## src/rtl/xtea_pkg.sv

```systemverilog
`timescale 1ns / 1ps
// ----------------------------------------------------------------------------
// xtea_pkg
// Shared types, constants and the mixing function of the XTEA cipher block.
// ----------------------------------------------------------------------------
package xtea_pkg;

  localparam int ROUNDS_DEFAULT = 32;
  localparam int KEY_WORDS      = 4;
  localparam int WORD_W         = 32;
  localparam int CFG_INDEX_W    = 3;

  localparam logic [WORD_W-1:0] DELTA = 32'h9E3779B9;

  localparam logic [CFG_INDEX_W-1:0] CFG_KEY_WORD0    = 3'd0;
  localparam logic [CFG_INDEX_W-1:0] CFG_KEY_WORD1    = 3'd1;
  localparam logic [CFG_INDEX_W-1:0] CFG_KEY_WORD2    = 3'd2;
  localparam logic [CFG_INDEX_W-1:0] CFG_KEY_WORD3    = 3'd3;
  localparam logic [CFG_INDEX_W-1:0] CFG_DECRYPT_MODE = 3'd4;

  typedef logic [KEY_WORDS-1:0][WORD_W-1:0] xtea_key_t;

  typedef struct packed {
    logic [WORD_W-1:0] block_left;
    logic [WORD_W-1:0] block_right;
  } xtea_in_t;

  typedef struct packed {
    logic [WORD_W-1:0] result_left;
    logic [WORD_W-1:0] result_right;
  } xtea_out_t;

  typedef struct packed {
    logic              valid;
    logic [WORD_W-1:0] left;
    logic [WORD_W-1:0] right;
  } xtea_stage_t;

  typedef struct packed {
    xtea_key_t key;
    logic      decrypt;
  } xtea_ctrl_t;

  function automatic logic [WORD_W-1:0] xtea_mix(input logic [WORD_W-1:0] x);
    return ((x << 4) ^ (x >> 5)) + x;
  endfunction

endpackage

```

## src/rtl/xtea_half_round.sv

```systemverilog
`timescale 1ns / 1ps
// ----------------------------------------------------------------------------
// xtea_half_round
// One registered half-round: updates one half from the mix of the other,
// with the running sum and key selection fixed by the stage position.
// ----------------------------------------------------------------------------
module xtea_half_round #(
  parameter int ROUNDS = xtea_pkg::ROUNDS_DEFAULT,
  parameter int STAGE  = 0
) (
  input  logic                  clk,
  input  logic                  rst_n,
  input  logic                  en,
  input  xtea_pkg::xtea_ctrl_t  ctrl,
  input  xtea_pkg::xtea_stage_t stage_in,
  output xtea_pkg::xtea_stage_t stage_out
);

  localparam bit EVEN = (STAGE % 2) == 0;
  localparam logic [xtea_pkg::WORD_W-1:0] ENC_SUM =
    32'(64'(xtea_pkg::DELTA) * 64'((STAGE + 1) / 2));
  localparam logic [xtea_pkg::WORD_W-1:0] DEC_SUM =
    32'(64'(xtea_pkg::DELTA) * 64'(EVEN ? (ROUNDS - STAGE / 2) : (ROUNDS - (STAGE + 1) / 2)));
  localparam logic [1:0] ENC_IDX = EVEN ? ENC_SUM[1:0] : ENC_SUM[12:11];
  localparam logic [1:0] DEC_IDX = EVEN ? DEC_SUM[12:11] : DEC_SUM[1:0];

  logic                          upd_left;
  logic [xtea_pkg::WORD_W-1:0]   sum;
  logic [1:0]                    idx;
  logic [xtea_pkg::WORD_W-1:0]   src;
  logic [xtea_pkg::WORD_W-1:0]   tgt;
  logic [xtea_pkg::WORD_W-1:0]   f;
  logic [xtea_pkg::WORD_W-1:0]   upd;
  xtea_pkg::xtea_stage_t         stage_nxt;
  xtea_pkg::xtea_stage_t         stage_r;

  always_comb begin
    upd_left = ctrl.decrypt ? !EVEN : EVEN;
    sum      = ctrl.decrypt ? DEC_SUM : ENC_SUM;
    idx      = ctrl.decrypt ? DEC_IDX : ENC_IDX;
    src      = upd_left ? stage_in.right : stage_in.left;
    tgt      = upd_left ? stage_in.left : stage_in.right;
    f        = xtea_pkg::xtea_mix(src) ^ (sum + ctrl.key[idx]);
    upd      = ctrl.decrypt ? (tgt - f) : (tgt + f);
    stage_nxt.valid = stage_in.valid;
    stage_nxt.left  = upd_left ? upd : stage_in.left;
    stage_nxt.right = upd_left ? stage_in.right : upd;
  end

  // valid bit under reset, halves are plain payload
  always_ff @(posedge clk) begin
    if (en) begin
      stage_r.left  <= stage_nxt.left;
      stage_r.right <= stage_nxt.right;
    end
    if (!rst_n) begin
      stage_r.valid <= 1'b0;
    end else if (en) begin
      stage_r.valid <= stage_nxt.valid;
    end
  end

  assign stage_out = stage_r;

endmodule

```

## config.mk

```make
export PLATFORM = sky130hd
export DESIGN_NAME = xtea_half_round
export DESIGN_NICKNAME = d
export VERILOG_FILES = /design/src/rtl/xtea_pkg.sv /design/src/rtl/xtea_half_round.sv
export SDC_FILE = /design/constraint.sdc
export NUM_CORES = 1
export LEC_CHECK = 0
export BUFFER_PORTS_ARGS = -buffer_cell sky130_fd_sc_hd__buf_2
export CORE_ASPECT_RATIO = 0.6
export CORE_MARGIN = 1.5
export CORE_UTILIZATION = 52
export CTS_BUF_LIST = sky130_fd_sc_hd__clkbuf_4 sky130_fd_sc_hd__clkbuf_8
export CTS_CLUSTER_DIAMETER = 60
export DETAILED_ROUTE_END_ITERATION = 8
export GPL_TIMING_DRIVEN = 0
export PLACE_DENSITY = 0.8
export REMOVE_ABC_BUFFERS = 1
export SLEW_MARGIN = 15
export SYNTH_ARGS = -nofsm -noshare
export SYNTH_HDL_FRONTEND = slang
export SYNTH_SLANG_ARGS = --single-unit
```

## constraint.sdc

```tcl
create_clock -name clk -period 16.6 [get_ports clk]
set_input_delay 0.83 -clock clk [delete_from_list [all_inputs] [get_ports clk]]
set_output_delay 0.83 -clock clk [all_outputs]
set_load 0.02 [all_outputs]
```

[After elaboration in Yosys (flattened, before gate mapping)]
Index checks and enable logic that the tools add are counted.
Storage, ports and cells
  flip-flop bits (word level): 65
  memory bits (read-only): 0
  memories: 0
  output and inout bits: 65
  bits in latches: 0
  bits of input ports: 197
  bits in writable memories: 0
  word-level logic and storage cells: 19
Operators by class
  bitwise operators: 2
  eq/ne operators: 0
  mux-type cells: 9
  $mul: 0
  order comparisons: 1
  reductions and logical operators: 0
  div/mod/pow operators: 0
  add/sub/neg operators: 4
  shift-type cells: 0
Operators with widths (number)
  $mux W32: 7
  $add A32 B32 Y32: 3
  $bmux W32 S2: 1
  $sub A32 B32 Y32: 1
  $xor A32 B27 Y32: 1
  $xor A32 B32 Y32: 1
  $lt A2 B3 Y1 const B: 1
  $mux W2: 1

[Longest topological paths before layout]
  word-level depth: 8
  mapped depth: 34
  mapped depth without buffers: 28

[Worst setup path after synthesis]
Ideal clock, no wire load.
  path kind: input-to-reg
  start point: input ctrl[0] (netlist bit)
  end point: register stage_r (netlist bit stage_out[63]), data pin
  path slack: 8.989 ns
  data arrival time: 7.343 ns
  stages: 30
  buffers on the path: 7
  setup time: 0.269 ns
  required time: 16.331 ns
  path through: buf_6 > buf_6 > buf_2 > buf_2 > clkbuf_1 > clkbuf_1 > mux2_2 > ha_1 > a21oi_1 > o21ai_1 > or2_4 > xnor2_1 > and4_1 > or4_1 > buf_2 > nor3_1 > nor2_1 > xnor2_1 > ha_1 > nand2_1 > a211oi_1 > o21ai_0 > a211oi_1 > nor4_1 > nor3_1 > a21oi_1 > o21ai_0 > xnor3_1 > nor4_1 > o31ai_1
RTL lines
  from (decl): line xtea_half_round.sv:14  | input xtea_pkg::xtea_ctrl_t ctrl,
  to (decl): line xtea_half_round.sv:35  | xtea_pkg::xtea_stage_t stage_r;

==> run summary <==
status -> completed
Max Fclk -> 0.111 GHz
Critical Path Start Type -> primary input
TritonCTS clock tree -> done
XOR/XNOR share of the synthesized area -> 16.8%
critical path required time -> 16.69 ns
unrepaired setup endpoints after global routing -> no
cell row count -> 37
maximum vdd drop -> 0.0000598 V
Setup Skew -> 0 ns
core area -> 0.0171 sq mm
post-layout util -> 61.2%
first drt pass iteration count -> 5
initial antenna violation count -> 0
routed wire length per instance -> 16.7 um
Seq/Total Area, Yosys -> 21.3%
number of H-tree levels -> 3
final hold vios -> 0
routed vias -> 8619
number of global-route vias before repair -> 7572
Worst EP arrival -> 9.09 ns
clk sinks -> 65
final worst slack -> 7.60 ns
cell taking the most area after synthesis -> edfxtp_1
Pleak -> 4.71 nW
Post-DRT Antenna Nets -> 0
Syn Inst Count -> 1073
Adder-Cell Fraction of Synth Area -> 11.7%
TritonCTS buffer count -> 9
IO buf count -> 197
PwrDens -> 154 mW/mm^2
Starting Density -> 53.2%
Setup WS pre-CTS -> 7.44 ns
worst slew pin tran -> 0.979 ns
Iteration-0 DRC Markers -> 872
post-cts gate resize count -> 0
max reg flops -> 65
Setup CP Type -> in2reg
hold buffers post-CTS -> 0
largest family of logic cells by synthesized area -> compound AO/OA/AOI/OAI gates
setup bufs post-CTS -> 0
diode count -> 0
Final Max Slew Viols -> 0
# IOs -> 262
Die W -> 174 um
DRC violations left -> 0
CTS max path bufs -> 2
share of cells above drive strength 1 -> 23.2%
nets -> 1528
Hold WC Path Type -> reg2reg
post-synthesis mux area share -> 8.63%
die height -> 106 um
Via density -> 5.80
Synth Area in Simple Gates -> 17.9%
max cap viols -> 0
Post-synth EDFFs -> 64
Mean Syn Cell Area -> 8.50 sq um
Worst path slowest cell -> or4_1
DRT Wirelength -> 24700 um
largest net degree at the start of global routing -> 143
gr ovfl total -> 0
CTS root buffer -> clkbuf_8
Yosys warnings -> 0
worst skew pair latency -> 0.35 ns
final RePlAce weighted congestion -> 0.957
setup tns final -> 0 ns
compound-cell area share of the yosys netlist -> 20.7%
Syn Std Cell Area -> 0.00912 sq mm
gr usage total -> 26.6%
Synth area leaders -> edfxtp_1 21%, xnor2_1 12%, ha_1 11%
min Tclk post-route -> 9.00 ns
Synth top area share -> 21.1%
# setup viols final -> 0
fin crit share -> 54.2%
Critical Path Sink Type -> register
worst relative slew slack -> 34.6%
post-DP HPWL -> 20200 um
register bit total from synthesis -> 65
Synth Flop Type -> edfxtp_1
maximum net fanout on the critical path -> 142
Clk pin slew, worst setup/hold paths -> 0.07 ns
Die ar. -> 0.0184 sq mm
Post-synth ARST share -> 0%
P&R area growth vs syn -> 15.0%
first-pass GRT wire length -> 39300 um
CP max stage delay -> 0.71 ns
number of library cell types mapped by synthesis -> 82
[worst paths after layout]
| check | slack [ns] | startpoint | cells past startpoint | endpoint |
|---|---|---|---|---|
| worst min register to register | 0.51 | stage_out[64] | 2 | stage_out[64] |
| worst min-delay path | 0.51 | stage_out[64] | 2 | stage_out[64] |
| worst max register to register | 16.02 | stage_out[64] | 2 | stage_out[64] |
| worst max-delay path | 7.60 | ctrl[0] | 29 | stage_out[63] |
[report_power, final]
group	leakage, nW	internal (mW)	switching, mW	total, mW
clock network	0.0891	0.0686	0.0622	0.131
registers	0.633	0.275	0.0148	0.289
logic	3.99	0.481	0.715	1.20
total	4.71	0.824	0.792	1.62
[cell usage after synthesis, types with 4 or more instances]
cell / number
nand2_1: 145
xnor2_1: 121
a21oi_1: 93
ha_1: 81
edfxtp_1: 64
mux2_2: 55
nor2_1: 46
o21ai_0: 43
xor2_1: 41
a21o_1: 40
inv_1: 31
nor2b_1: 30
clkbuf_1: 20
a31oi_1: 16
nand3_1: 16
nor3_1: 16
nand2b_1: 14
and3_1: 13
mux2i_1: 13
buf_1: 10
nand4_1: 10
o31ai_1: 9
or3_1: 9
and2_1: 8
o211ai_1: 8
o21a_1: 8
and4_1: 7
o21bai_1: 7
a211oi_1: 6
a21boi_0: 5
a211o_1: 4
a221oi_1: 4
a311oi_1: 4
nor4_1: 4
xnor3_1: 4
[cell usage in the layout, fill, tap and decap left out, types with 8 or more instances in the layout]
master,synthesis,final
xnor2_1,121,121
xor2_1,41,41
buf_2,3,195
and3_1,13,13
mux2i_1,13,13
nor3_1,16,16
nand2b_1,14,14
a21oi_1,93,93
and2_1,8,8
nand2_1,145,145
nor2b_1,30,30
inv_1,31,31
nand3_1,16,16
a21o_1,40,40
ha_1,81,81
or3_1,9,9
nor2_1,46,46
nand4_1,10,10
o31ai_1,9,9
o211ai_1,8,8
o21ai_0,43,43
edfxtp_1,64,64
mux2_2,55,55
a31oi_1,16,16
o21a_1,8,8
clkbuf_8,0,9
[logic make-up (layout without fill, tap and decap cells)]
| kind of cell | count (synthesis) | in the layout |
|---|---|---|
| XOR/XNOR | 167 | 167 |
| buffers and inverters | 67 | 245 |
| multiplexers | 70 | 70 |
| AND/OR/NAND/NOR | 335 | 335 |
| adder cells (fa/ha/maj) | 84 | 84 |
| flip-flops | 65 | 65 |
| AO/OA/AOI/OAI | 285 | 285 |
[layout make-up]
| cell class | instances | area (sq um) |
|---|---|---|
| Clock inverter | 4 | 46.3 |
| Fill cell | 1549 | 6640 |
| Timing Repair Buffer | 199 | 1050 |
| Clock buffer | 10 | 131 |
| Inverter | 32 | 121 |
| Sequential cell | 65 | 1940 |
| Multi-Input combinational cell | 941 | 6910 |
| Tap cell | 234 | 293 |
[stage by stage]
step	power [mW]	std cells	instance area, sq um	hold slack, ns
floorplan	1.17	1038	8970	0.589
finish	1.62	1485	10500	0.514
CTS	1.59	1485	10500	0.524
detailed placement	1.46	1471	10300	0.507
global route	1.73	1485	10500	0.578
global placement	1.44	1469	10200	0.493
[metal layers]
metal	global-route usage [%]	up-vias	routed length [um]	part of all wire (%)
li1	-	4289	-	-
met1	43.5	3895	12800	52
met2	34.9	414	9040	37
met3	5.45	21	2700	11
met4	4.56	0	192	0.78
met5	0	-	0	0
[worst max-delay path, delay by kind of cell]
family | cells | cell delay (ns)
adder cells (fa/ha/maj) | 2 | 0.77
XOR/XNOR | 3 | 0.73
buffers and inverters | 4 | 1.58
AND/OR/NAND/NOR | 10 | 2.88
AO/OA/AOI/OAI | 10 | 2.17
Note: power is estimated with default switching activity, not from simulation.
