--- config.mk ---
export PLATFORM = sky130hd
export DESIGN_NAME = xtea_out_buffer_flat
export DESIGN_NICKNAME = d
export VERILOG_FILES = /design/src/rtl/xtea_pkg.sv /design/src/rtl/xtea_stream_if.sv /design/src/rtl/xtea_out_buffer.sv /design/src/flat_wrapper.sv
export SDC_FILE = /design/constraint.sdc
export NUM_CORES = 1
export LEC_CHECK = 0
export BUFFER_PORTS_ARGS = -buffer_cell sky130_fd_sc_hd__buf_2
export CORE_MARGIN = 4
export CORE_UTILIZATION = 40
export DETAILED_ROUTE_END_ITERATION = 6
export PLACE_DENSITY = 0.65
export SLEW_MARGIN = 20
export SYNTH_ARGS = -nofsm -noshare
export SYNTH_HDL_FRONTEND = slang
export SYNTH_SLANG_ARGS = --single-unit
--- constraint.sdc ---
create_clock -name clk -period 24.5 [get_ports clk]
set_input_delay 2.45 -clock clk [delete_from_list [all_inputs] [get_ports clk]]
set_output_delay 2.45 -clock clk [all_outputs]
set_load 0.005 [all_outputs]
--- src/rtl/xtea_pkg.sv ---
`timescale 1ns / 1ps
// ----------------------------------------------------------------------------
// xtea_pkg
// Shared types, constants and the mixing function of the XTEA cipher block.
// ----------------------------------------------------------------------------
package xtea_pkg;

  localparam int ROUNDS_DEFAULT = 32;
  localparam int KEY_WORDS      = 4;
  localparam int WORD_W         = 32;
  localparam int CFG_INDEX_W    = 3;

  localparam logic [WORD_W-1:0] DELTA = 32'h9E3779B9;

  localparam logic [CFG_INDEX_W-1:0] CFG_KEY_WORD0    = 3'd0;
  localparam logic [CFG_INDEX_W-1:0] CFG_KEY_WORD1    = 3'd1;
  localparam logic [CFG_INDEX_W-1:0] CFG_KEY_WORD2    = 3'd2;
  localparam logic [CFG_INDEX_W-1:0] CFG_KEY_WORD3    = 3'd3;
  localparam logic [CFG_INDEX_W-1:0] CFG_DECRYPT_MODE = 3'd4;

  typedef logic [KEY_WORDS-1:0][WORD_W-1:0] xtea_key_t;

  typedef struct packed {
    logic [WORD_W-1:0] block_left;
    logic [WORD_W-1:0] block_right;
  } xtea_in_t;

  typedef struct packed {
    logic [WORD_W-1:0] result_left;
    logic [WORD_W-1:0] result_right;
  } xtea_out_t;

  typedef struct packed {
    logic              valid;
    logic [WORD_W-1:0] left;
    logic [WORD_W-1:0] right;
  } xtea_stage_t;

  typedef struct packed {
    xtea_key_t key;
    logic      decrypt;
  } xtea_ctrl_t;

  function automatic logic [WORD_W-1:0] xtea_mix(input logic [WORD_W-1:0] x);
    return ((x << 4) ^ (x >> 5)) + x;
  endfunction

endpackage

--- src/rtl/xtea_stream_if.sv ---


interface xtea_out_if;
  logic                valid;
  logic                ready;
  xtea_pkg::xtea_out_t data;

  modport source (output valid, output data, input ready);
  modport sink   (input valid, input data, output ready);
endinterface

--- src/rtl/xtea_out_buffer.sv ---
`timescale 1ns / 1ps
// ----------------------------------------------------------------------------
// xtea_out_buffer
// Output register with a skid stage, so the pipeline sees a registered ready.
// ----------------------------------------------------------------------------
module xtea_out_buffer (
  input  logic                  clk,
  input  logic                  rst_n,
  input  xtea_pkg::xtea_stage_t tail,
  output logic                  tail_ready,
  xtea_out_if.source            out_chan
);

  logic                 out_valid_r;
  xtea_pkg::xtea_out_t  out_data_r;
  logic                 skid_valid_r;
  xtea_pkg::xtea_out_t  skid_data_r;
  xtea_pkg::xtea_out_t  tail_data;
  logic                 tail_take;
  logic                 out_free;

  always_comb begin
    tail_data.result_left  = tail.left;
    tail_data.result_right = tail.right;
    tail_ready = !skid_valid_r;
    tail_take  = tail.valid && tail_ready;
    out_free   = !out_valid_r || out_chan.ready;
  end

  always_ff @(posedge clk) begin
    if (!rst_n) begin
      out_valid_r  <= 1'b0;
      skid_valid_r <= 1'b0;
    end else if (out_free) begin
      if (skid_valid_r) begin
        out_valid_r  <= 1'b1;
        skid_valid_r <= 1'b0;
      end else begin
        out_valid_r  <= tail_take;
      end
    end else if (tail_take) begin
      skid_valid_r <= 1'b1;
    end
  end

  always_ff @(posedge clk) begin
    if (out_free) begin
      out_data_r <= skid_valid_r ? skid_data_r : tail_data;
    end
    if (!out_free && tail_take) begin
      skid_data_r <= tail_data;
    end
  end

  assign out_chan.valid = out_valid_r;
  assign out_chan.data  = out_data_r;

endmodule

--- src/flat_wrapper.sv ---
// flat-port wrapper written by rule: the top's interface ports become plain ports
module xtea_out_buffer_flat 
  (clk, rst_n, tail, tail_ready, out_chan_valid, out_chan_data, out_chan_ready);
  xtea_out_if out_chan_i ();
  input  logic clk;
  input  logic rst_n;
  input  xtea_pkg::xtea_stage_t tail;
  output logic tail_ready;
  output wire logic [$bits(out_chan_i.valid)-1:0] out_chan_valid;
  output wire logic [$bits(out_chan_i.data)-1:0] out_chan_data;
  input wire logic [$bits(out_chan_i.ready)-1:0] out_chan_ready;
  assign out_chan_valid = out_chan_i.valid;
  assign out_chan_data = out_chan_i.data;
  assign out_chan_i.ready = out_chan_ready;
  xtea_out_buffer u_core (.clk(clk), .rst_n(rst_n), .tail(tail), .tail_ready(tail_ready), .out_chan(out_chan_i));
endmodule
Word-level counts from Yosys, hierarchy flattened --
Cells that the tools add are included.
Word-level totals: bits in registers 130, output and inout bits 66
Operators by class: reduce and logical (&&, ||, !) cells 7, mux-type cells 2, bitwise operators 1
Operator list (number):
- $mux 64 | 1
- $logic_not 1->1 | 3
- $logic_and 1x1->1 | 2
- $reduce_or 2->1 | 1
- $logic_or 1x1->1 | 1
- $mux 1 | 1
- $not 1->1 | 1

Logic depth before layout (Yosys ltp) --
Gate-level depths: netlist (run 1).
depth after elaboration 4, depth in mapped cells 4, mapped depth without buffers 2

Least setup slack after synthesis (run 1) --
OpenSTA, ideal clock, no wires.
kind input to register, start input out_chan_ready, end register u_core.skid_data_r[0] (netlist name), enable pin, path slack 15.071 ns, data arrival time 8.851 ns, stages on the path 2, path through nand2b_1 nor3b_1
On the way: word-level cells in the longest chain between the ends 3
Ends and longest elaborated chain:
- start, declared | line flat_wrapper.sv:11 | input wire logic [$bits(out_chan_i.ready)-1:0] out_chan_ready;
- $logic_or 1x1->1 | line xtea_out_buffer.sv:27 | out_free = !out_valid_r || out_chan.ready;
- $logic_not 1->1 | line xtea_out_buffer.sv:50 | if (!out_free && tail_take) begin
- $logic_and 1x1->1 | line xtea_out_buffer.sv:50
- end signal, assigned | line xtea_out_buffer.sv:51 | skid_data_r <= tail_data;
- end, declared | line xtea_out_buffer.sv:17 | xtea_pkg::xtea_out_t skid_data_r;
Every way passes these cells. A chain may end at the register's enable or synchronous reset.

Worst setup path in the final report (run 1) --
start input out_chan_ready, end register u_core.skid_data_r[39] (netlist name), enable pin
On the way: word-level cells in the longest chain between the ends 3
Ends and longest elaborated chain:
- $logic_or 1x1->1 | line xtea_out_buffer.sv:27
- named net u_core.out_free | line xtea_out_buffer.sv:20 | logic out_free;
- $logic_not 1->1 | line xtea_out_buffer.sv:50
- $logic_and 1x1->1 | line xtea_out_buffer.sv:50
The timed path passes the listed nets, and every way through them passes these cells.

==> impl_metrics.env, run 1 <==
export IMPL_total_area_of_multi_input_combinational_cells_um2=771
export IMPL_holdCritPathClass="flip-flop to flip-flop"
export IMPL_routedWlPerCell_um=16.8
export IMPL_layout_filler_cells=939
export IMPL_synth_commonest_cells="sky130_fd_sc_hd__edfxtp_1, sky130_fd_sc_hd__mux2_2, sky130_fd_sc_hd__buf_2, sky130_fd_sc_hd__buf_6, sky130_fd_sc_hd__dfxtp_1"
export IMPL_fp_dieH_um=116
export IMPL_synth_avg_cell_area_um2=22.7
export IMPL_total_nets_after_synthesis=275
export IMPL_cts_post_setup_buffers_inserted=0
export IMPL_finalSetupViolCount=0
export IMPL_cts_hold_buffers_added=0
export IMPL_cell_internal_pwr_w=0.000407
export IMPL_global_route_overflow_total=0
export IMPL_worstPathBufferInverterCount=2
export IMPL_via_count_of_the_first_global_routing_pass=2604
export IMPL_timing_max_transition_violations_final=0
export IMPL_min_period_over_period=0.171
export IMPL_initial_antenna_violation_count=0
export IMPL_clock_sink_count=130
export IMPL_sequential_cell_area_um2=3890
export IMPL_detailroute_via_count=2426
export IMPL_diodes=0
export IMPL_cts_h_tree_depth=4
export IMPL_synthDominantAreaCellType="sky130_fd_sc_hd__edfxtp_1"
export IMPL_synth_distinct_cells=12
export IMPL_ant_nets=0
export IMPL_fin_ws_ps=20310
export IMPL_path_class="input port to flip-flop"
export IMPL_path_clk_slew_ps=50
export IMPL_sw_frac_of_total=0.196
export IMPL_detailed_place_hpwl_mm=5.24
export IMPL_ctsLongestPathBuffers=2
export IMPL_gpl_wtd_cong=0.691
export IMPL_first_pass_iters=5
export IMPL_power_frac_comb=0.053
export IMPL_track_usage=0.131
export IMPL_vdd_ir_drop_worst_uv=45.1
export IMPL_synthArstFlopShare=0
export IMPL_die_area_um2=13600
export IMPL_power_leakage_nw=2.29
export IMPL_syn_to_final_growth_pct=28.1
export IMPL_cts_root_buffer="sky130_fd_sc_hd__clkbuf_16"
export IMPL_cp_top_family="simple AND/OR/NAND/NOR gates"
export IMPL_crit_arrival_ps=4220
export IMPL_effective_utilization_at_floorplan=0.410
export IMPL_mappedNetlistArea_um2=4700
export IMPL_layout_core_utilization=0.525
export IMPL_pin_count=134
export IMPL_synth_edff_count=128
export IMPL_cp_slowest_cell="sky130_fd_sc_hd__buf_4"
export IMPL_max_cap_violations=0
export IMPL_grt_max_degree=68
export IMPL_start_kind="input port"
export IMPL_power_per_cell_area_nw_per_um2=84.1
export IMPL_fin_crit_period_ps=4190
export IMPL_power_net_switching_w=0.0000993
export IMPL_syn_inst=207
export IMPL_placement_rows=39
export IMPL_detail_route_wirelength_mm=8.55
export IMPL_numCtsBuffers=17
export IMPL_ys_flop_type="sky130_fd_sc_hd__edfxtp_1"
export IMPL_maxSlewHeadroom=0.355
export IMPL_unrepaired_setup_endpoints_after_global_routing="false"
export IMPL_fraction_of_layout_cells_with_a_size_suffix_above_1=0.611
export IMPL_cp_cell_sequence="buf_2 -> nand2b_4 -> nor3b_2 -> buf_4"
export IMPL_synth_top_cell_area_share=0.817
export IMPL_sequentialPowerShare=0.515
export IMPL_floorplan_die_width_um=116
export IMPL_synth_yosys_seq_area_share=0.826
export IMPL_end_kind="flip-flop"
export IMPL_fin_cells=508
export IMPL_post_synth_top_count_cell="sky130_fd_sc_hd__edfxtp_1"
export IMPL_skew_ps=5.98
export IMPL_dp_worst_setup_slack_ps=19820
export IMPL_timing_critical_path_fanout_max=67
export IMPL_outcome="completed"
export IMPL_critPathMaxStageDelay_ps=700
export IMPL_synth_ff_latch_count=130
export IMPL_num_nets_final=421
export IMPL_required_time_of_the_critical_path_ps=24520
export IMPL_route_detailed_drc=0
export IMPL_fmaxAchievable_ghz=0.239
export IMPL_cts_repair_resize_count=0
export IMPL_fp_coreArea_um2=11500
export IMPL_clk_insertion_delay_late_ps=400
export IMPL_clockPowerShare=0.432
export IMPL_ys_warnings_count=0
export IMPL_dpl_cell_count=477
export IMPL_tns_ps=0
export IMPL_hold_violations=0
export IMPL_drt_iter0_drc=144
export IMPL_synthTopCellsByArea="sky130_fd_sc_hd__edfxtp_1, sky130_fd_sc_hd__mux2_2, sky130_fd_sc_hd__dfxtp_1"
export IMPL_tritoncts="yes"
export IMPL_worst_pin_slew_ps=968
export IMPL_route_detailed_vias_per_inst=4.78
export IMPL_place_port_buffers=133
export IMPL_grt_pass1_wl_mm=13.1
[power groups by stage]
| stage | Sequential [W] | Combinational (W) | Clock, W |
|---|---|---|---|
| after floorplan | 0.000266 | 0.00000966 | 0 |
| after CTS | 0.000261 | 0.0000276 | 0.000224 |
| after global placement | 0.000265 | 0.0000266 | 0 |
| final | 0.000261 | 0.0000269 | 0.000219 |
| after detailed placement | 0.000266 | 0.0000275 | 0 |
| after global routing | 0.000262 | 0.0000301 | 0.000236 |
[through the flow]
step | instance area [um^2] | hold slack [ps] | power (W)
2_1_floorplan | 4700 | 523 | 0.000276
3_3_place_gp | 5510 | 528 | 0.000292
3_5_place_dp | 5510 | 533 | 0.000293
4_1_cts | 6020 | 546 | 0.000513
5_1_grt | 6020 | 558 | 0.000528
6_report | 6020 | 542 | 0.000507
[cell families after synthesis]
kind of cell	share of synthesized area
flops	0.826
buf+inv	0.0128
compound gates	0.00160
mux	0.153
simple gates	0.00639
[routing by layer]
layer	up-vias	GRT usage	routed length (um)
met2	91	0.204	4100
li1	1131	-	-
met3	15	0.0497	668
met1	1189	0.160	3620
met4	0	0.0650	166
met5	-	0	0
[worst paths after layout]
| kind | start | depth (start not counted) | end | slack, ps |
|---|---|---|---|---|
| max reg2reg | u_core.out_chan.valid | 3 | u_core.skid_data_r[39] | 22160 |
| max | out_chan_ready | 4 | u_core.skid_data_r[39] | 20310 |
| min reg2reg | u_core.skid_data_r[1] | 1 | u_core.out_chan.data[1] | 540 |
| min | u_core.skid_data_r[1] | 1 | u_core.out_chan.data[1] | 540 |
[cells in the final DEF, fill, tap and decap left out]
cell / count
sky130_fd_sc_hd__buf_2: 133
sky130_fd_sc_hd__edfxtp_1: 128
sky130_fd_sc_hd__mux2_2: 64
sky130_fd_sc_hd__clkbuf_16: 17
sky130_fd_sc_hd__clkinv_1: 7
sky130_fd_sc_hd__clkinv_2: 3
sky130_fd_sc_hd__clkbuf_1: 3
sky130_fd_sc_hd__nor3b_2: 2
sky130_fd_sc_hd__nand2b_4: 1
sky130_fd_sc_hd__inv_1: 1
sky130_fd_sc_hd__nor2_1: 1
sky130_fd_sc_hd__a21boi_1: 1
sky130_fd_sc_hd__bufinv_16: 1
sky130_fd_sc_hd__buf_4: 1
sky130_fd_sc_hd__dfxtp_1: 1
sky130_fd_sc_hd__dfxtp_4: 1
[sequential cells by signal, summed over array words and instances, names as in the netlist]
name and cells:
u_core.out_chan.data 64, u_core.out_chan.valid 1, u_core.skid_data_r 64, u_core.skid_valid_r 1
[final cells by class]
cell class                      instances  area share
Tap cell                              143      0.0297
Clock inverter                         11      0.0118
Inverter                                1    0.000623
Clock buffer                           20      0.0725
Sequential cell                       130       0.646
Timing Repair Buffer                  134       0.112
Multi-Input combinational cell         69       0.128
Power figures use the tool's default switching activity.
==> inputs of run 2 (changes only) <==
ABC_AREA = 1   (was unset)
clock period = 4 ns   (was 24.5 ns; I/O delays follow)
==> impl_metrics.env, run 2 <==
export IMPL_fraction_of_layout_cells_with_a_size_suffix_above_1=0.325
export IMPL_worstPathBufferInverterCount=1
export IMPL_synth_edff_count=128
export IMPL_cts_root_buffer="sky130_fd_sc_hd__clkbuf_16"
export IMPL_grt_pass1_wl_mm=13.7
export IMPL_timing_max_transition_violations_final=0
export IMPL_start_kind="flip-flop"
export IMPL_cts_h_tree_depth=4
export IMPL_floorplan_die_width_um=117
export IMPL_yosys_area_share_xor_xnor=0
export IMPL_via_count_of_the_first_global_routing_pass=2886
export IMPL_min_period_over_period=0.484
export IMPL_initial_antenna_violation_count=0
export IMPL_detailed_place_hpwl_mm=5.82
export IMPL_clock_sink_count=130
export IMPL_placed_area_um2=5540
export IMPL_power_per_cell_area_nw_per_um2=515
export IMPL_layout_filler_cells=971
export IMPL_tns_ps=0
export IMPL_dp_worst_setup_slack_ps=1820
export IMPL_global_route_overflow_total=0
export IMPL_drt_iter0_drc=197
export IMPL_syn_inst=346
export IMPL_max_cap_violations=0
export IMPL_synth_area_mux_share=0
export IMPL_synth_compound_area_frac=0.00106
export IMPL_route_detailed_vias_per_inst=4.52
export IMPL_post_synth_top_count_cell="sky130_fd_sc_hd__nand2_1"
export IMPL_postLayoutCellArea_um2=6040
export IMPL_fmaxAchievable_ghz=0.517
export IMPL_gpl_wtd_cong=0.744
export IMPL_crit_arrival_ps=1970
export IMPL_die_area_um2=13600
export IMPL_synth_top_cell_area_share=0.813
export IMPL_fraction_of_the_mapped_netlist_area_in_adder_cells=0
export IMPL_cts_repair_resize_count=0
export IMPL_diodes=0
export IMPL_routedWlPerCell_um=14.0
export IMPL_hold_violations=0
export IMPL_path_class="flip-flop to flip-flop"
export IMPL_synthDominantAreaCellType="sky130_fd_sc_hd__edfxtp_1"
export IMPL_num_nets_final=556
export IMPL_end_kind="flip-flop"
export IMPL_largest_family_of_logic_cells_by_synthesized_area="simple AND/OR/NAND/NOR gates"
export IMPL_ys_warnings_count=0
export IMPL_cp_top_family="simple AND/OR/NAND/NOR gates"
export IMPL_outcome="completed"
export IMPL_tritoncts="yes"
export IMPL_total_area_of_multi_input_combinational_cells_um2=768
export IMPL_fp_dieH_um=117
export IMPL_route_detailed_drc=0
export IMPL_finalSetupViolCount=0
export IMPL_ctsLongestPathBuffers=2
export IMPL_grt_max_degree=67
export IMPL_dpl_cell_count=612
export IMPL_unrepaired_setup_endpoints_after_global_routing="false"
export IMPL_global_routing_usage_on_met1=0.167
export IMPL_synthArstFlopShare=0
export IMPL_fin_ws_ps=2060
export IMPL_place_port_buffers=133
export IMPL_skew_ps=6.88
export IMPL_synth_avg_cell_area_um2=13.7
export IMPL_detailroute_via_count=2905
export IMPL_path_clk_slew_ps=50
export IMPL_cts_hold_buffers_added=0
export IMPL_mostFrequentLayoutCell="sky130_fd_sc_hd__nand2_1"
export IMPL_synth_distinct_cells=11
export IMPL_numCtsBuffers=17
export IMPL_synth_commonest_cells="sky130_fd_sc_hd__nand2_1, sky130_fd_sc_hd__edfxtp_1, sky130_fd_sc_hd__buf_2"
export IMPL_timing_critical_path_fanout_max=65
export IMPL_holdCritPathClass="input port to flip-flop"
export IMPL_effective_utilization_at_floorplan=0.412
export IMPL_vdd_ir_drop_worst_uv=249
export IMPL_cp_slowest_cell="sky130_fd_sc_hd__nand2_4"
export IMPL_first_pass_iters=4
export IMPL_ys_flop_type="sky130_fd_sc_hd__edfxtp_1"
export IMPL_grt_busiest_layer="met2"
export IMPL_critPathMaxStageDelay_ps=480
export IMPL_pin_count=134
export IMPL_cts_post_setup_buffers_inserted=0
export IMPL_global_route_usage_met2=0.212
export IMPL_required_time_of_the_critical_path_ps=4040
export IMPL_cp_cell_sequence="nand2_4 -> nor2_4 -> buf_4"
export IMPL_groute_layer_met3_usage=0.0534
export IMPL_synth_ff_latch_count=130
export IMPL_mappedNetlistArea_um2=4730
export IMPL_sequential_cell_area_um2=3880
export IMPL_clk_insertion_delay_late_ps=400
export IMPL_detail_route_wirelength_mm=9.00
export IMPL_yosys_area_share_simple=0.158
export IMPL_fp_coreArea_um2=11500
export IMPL_maxSlewHeadroom=0.414
export IMPL_fin_cells=642
export IMPL_ant_nets=0
export IMPL_total_nets_after_synthesis=414
export IMPL_fin_crit_period_ps=1940
export IMPL_synthTopCellsByArea="sky130_fd_sc_hd__edfxtp_1, sky130_fd_sc_hd__nand2_1, sky130_fd_sc_hd__buf_2"
export IMPL_worst_pin_slew_ps=878
export IMPL_power_leakage_nw=2.63
export IMPL_mostFrequentLayoutCells="sky130_fd_sc_hd__nand2_1, sky130_fd_sc_hd__buf_2, sky130_fd_sc_hd__edfxtp_1, sky130_fd_sc_hd__clkbuf_16, sky130_fd_sc_hd__clkinv_1"
export IMPL_track_usage=0.136
export IMPL_synth_yosys_seq_area_share=0.822
export IMPL_syn_to_final_growth_pct=27.8
export IMPL_placement_rows=39
export IMPL_final_hold_worst_slack_ps=189
[run 2: worst register-to-register path, delay by kind of cell, from the launching register on]
| family | cells | cell delay (ps) |
|---|---|---|
| simple gates | 2 | 730 |
| flops | 1 | 380 |
| buf+inv | 1 | 440 |
[run 2: cell families (layout without fill, tap and decap cells)]
logic type	Yosys count	in the layout
buf+inv	16	169
compound gates	1	1
simple gates	199	199
flops	130	130
[run 2: through the flow]
stage | utilization | total power [W]
4_1_cts | 0.527 | 0.00315
3_5_place_dp | 0.483 | 0.00182
5_1_grt | 0.527 | 0.00324
6_report | 0.527 | 0.00311
3_3_place_gp | 0.483 | 0.00181
2_1_floorplan | - | 0.00170
[run 2: final timing paths]
kind	slack (ps)	endpoint	from	cells past startpoint
hold / removal	190	u_core.skid_data_r[39]	tail[39]	1
setup reg to reg	2060	u_core.skid_data_r[21]	u_core.out_chan.valid	3
setup / recovery	2060	u_core.skid_data_r[21]	u_core.out_chan.valid	3
hold reg to reg	510	u_core.out_chan.data[1]	u_core.skid_data_r[1]	2
[run 2: area by class of cell]
| type | count | area share |
|---|---|---|
| clock inverter | 12 | 0.0124 |
| inverter | 2 | 0.00124 |
| tap | 143 | 0.0296 |
| multi-input combinational | 200 | 0.127 |
| timing repair buffer | 137 | 0.115 |
| clock buffer | 18 | 0.0711 |
| sequential | 130 | 0.643 |
[run 2: power by group]
part / switching (W) / leakage (nW) / internal [W]
Combinational: 0.000103 / 1.12 / 0.0000779
Sequential: 0.0000205 / 1.26 / 0.00159
Clock: 0.000497 / 0.249 / 0.000823
[run 2: per-layer routing]
layer	wire (um)	share of wire
met5	0	0
met3	679	0.075
met2	4320	0.48
met4	125	0.014
met1	3880	0.43
==> inputs of run 3 (changes only) <==
clock period = 2 ns   (was 4 ns; I/O delays follow)
==> impl_metrics.env, run 3 (synthesized netlist as in run 2, its figures left out) <==
export IMPL_hold_violations=0
export IMPL_mostFrequentLayoutCells="sky130_fd_sc_hd__nand2_1, sky130_fd_sc_hd__buf_2, sky130_fd_sc_hd__edfxtp_1, sky130_fd_sc_hd__dlygate4sd3_1, sky130_fd_sc_hd__clkbuf_16"
export IMPL_tns_ps=0
export IMPL_floorplan_die_width_um=117
export IMPL_track_usage=0.154
export IMPL_cts_post_setup_buffers_inserted=0
export IMPL_postLayoutCellArea_um2=6710
export IMPL_fin_crit_period_ps=1750
export IMPL_timing_max_transition_violations_final=0
export IMPL_outcome="completed"
export IMPL_first_pass_iters=4
export IMPL_effective_utilization_at_floorplan=0.412
export IMPL_gpl_wtd_cong=0.745
export IMPL_clk_insertion_delay_late_ps=410
export IMPL_cts_h_tree_depth=4
export IMPL_fraction_of_layout_cells_with_a_size_suffix_above_1=0.295
export IMPL_unrepaired_setup_endpoints_after_global_routing="false"
export IMPL_finalSetupViolCount=0
export IMPL_cts_root_buffer="sky130_fd_sc_hd__clkbuf_16"
export IMPL_final_hold_worst_slack_ps=35.7
export IMPL_numCtsBuffers=17
export IMPL_holdCritPathClass="input port to flip-flop"
export IMPL_detailroute_via_count=3227
export IMPL_path_clk_slew_ps=50
export IMPL_end_kind="output pin"
export IMPL_placement_rows=39
export IMPL_ctsLongestPathBuffers=2
export IMPL_vdd_ir_drop_worst_uv=575
export IMPL_global_route_overflow_total=0
export IMPL_detail_route_wirelength_mm=9.92
export IMPL_required_time_of_the_critical_path_ps=1800
export IMPL_skew_ps=4.27
export IMPL_die_area_um2=13600
export IMPL_place_port_buffers=133
export IMPL_min_period_over_period=0.874
export IMPL_worstRegToRegCells=3
export IMPL_num_nets_final=622
export IMPL_via_count_of_the_first_global_routing_pass=3226
export IMPL_maxSlewHeadroom=0.550
export IMPL_worst_pin_slew_ps=675
export IMPL_routedWlPerCell_um=14.0
export IMPL_path_class="flip-flop to output pin"
export IMPL_timing_critical_path_fanout_max=65
export IMPL_route_detailed_drc=0
export IMPL_drt_iter0_drc=202
export IMPL_clock_sink_count=130
export IMPL_fp_dieH_um=117
export IMPL_total_area_of_multi_input_combinational_cells_um2=777
export IMPL_power_leakage_nw=2.90
export IMPL_layout_filler_cells=896
export IMPL_fp_coreArea_um2=11500
export IMPL_diodes=0
export IMPL_placed_area_um2=5560
export IMPL_ant_nets=0
export IMPL_power_per_cell_area_nw_per_um2=949
export IMPL_syn_to_final_growth_pct=42.1
export IMPL_hold_path_cell_count=3
export IMPL_tritoncts="yes"
export IMPL_route_detailed_vias_per_inst=4.55
export IMPL_detailed_place_hpwl_mm=5.96
export IMPL_grt_pass1_wl_mm=15.7
export IMPL_fmaxAchievable_ghz=0.572
export IMPL_sequential_cell_area_um2=3890
export IMPL_crit_arrival_ps=1550
export IMPL_mostFrequentLayoutCell="sky130_fd_sc_hd__nand2_1"
export IMPL_initial_antenna_violation_count=0
export IMPL_grt_max_degree=67
export IMPL_pin_count=134
export IMPL_reg2reg_setup_slack_ps=520
export IMPL_start_kind="flip-flop"
export IMPL_max_cap_violations=0
[run 3: cell types whose count changed in the layout (fill, tap and decap cells not counted)]
cell	before	now
sky130_fd_sc_hd__clkinv_1	8	3
sky130_fd_sc_hd__nand2_8	0	1
sky130_fd_sc_hd__buf_4	4	6
sky130_fd_sc_hd__clkbuf_1	1	5
sky130_fd_sc_hd__dfxtp_4	0	1
sky130_fd_sc_hd__clkinv_2	3	5
sky130_fd_sc_hd__dfxtp_1	1	0
sky130_fd_sc_hd__nand2_4	1	0
sky130_fd_sc_hd__dlygate4sd3_1	0	64
[run 3: stage by stage]
step	setup WS [ps]	power, W	instances	util
5_1_grt	121	0.00666	709	0.585
2_1_floorplan	-45.2	0.00340	346	-
3_3_place_gp	428	0.00363	614	0.485
4_1_cts	207	0.00644	709	0.585
3_5_place_dp	394	0.00364	614	0.485
6_report	251	0.00637	709	0.585
[run 3: per-layer routing]
metal  track usage  up-vias  wire length (um)
li1              -     1590                 -
met1         0.200     1481              4250
met2         0.232      133              4640
met3        0.0523       23               772
met4        0.0787        0               252
met5             0        -                 0
[run 3: cell type report]
| cell class | count | area share |
|---|---|---|
| clock buffer | 22 | 0.0662 |
| tap | 143 | 0.0266 |
| inverter | 2 | 0.00112 |
| timing repair buffer | 203 | 0.201 |
| multi-input combinational | 200 | 0.116 |
| clock inverter | 9 | 0.00988 |
| sequential | 130 | 0.579 |
[run 3: path summary, 6_finish.rpt]
kind,startpoint,endpoint
worst max register to register,u_core.out_chan.valid,u_core.skid_data_r[62]
worst max-delay path,u_core.skid_valid_r,tail_ready
worst min-delay path,rst_n,u_core.out_chan.valid
worst min register to register,u_core.skid_data_r[53],u_core.out_chan.data[53]
[run 3: where the power goes]
group / internal (W) / switching [W] / total (W)
Sequential: 0.00317 / 0.0000415 / 0.00321
Clock: 0.00167 / 0.00102 / 0.00269
Combinational: 0.000241 / 0.000228 / 0.000468
[run 3: repair_timing]
| item | in CTS | in global routing |
|---|---|---|
| hold buffers | 64 | 0 |
| hold endpoints to repair | 64 | 0 |
| resized for setup | 0 | 0 |
[run 3: critical path: stages, from the launching register on]
cell and delay, ps:
sky130_fd_sc_hd__dfxtp_2 320, sky130_fd_sc_hd__inv_2 40, sky130_fd_sc_hd__buf_4 540, sky130_fd_sc_hd__buf_2 230
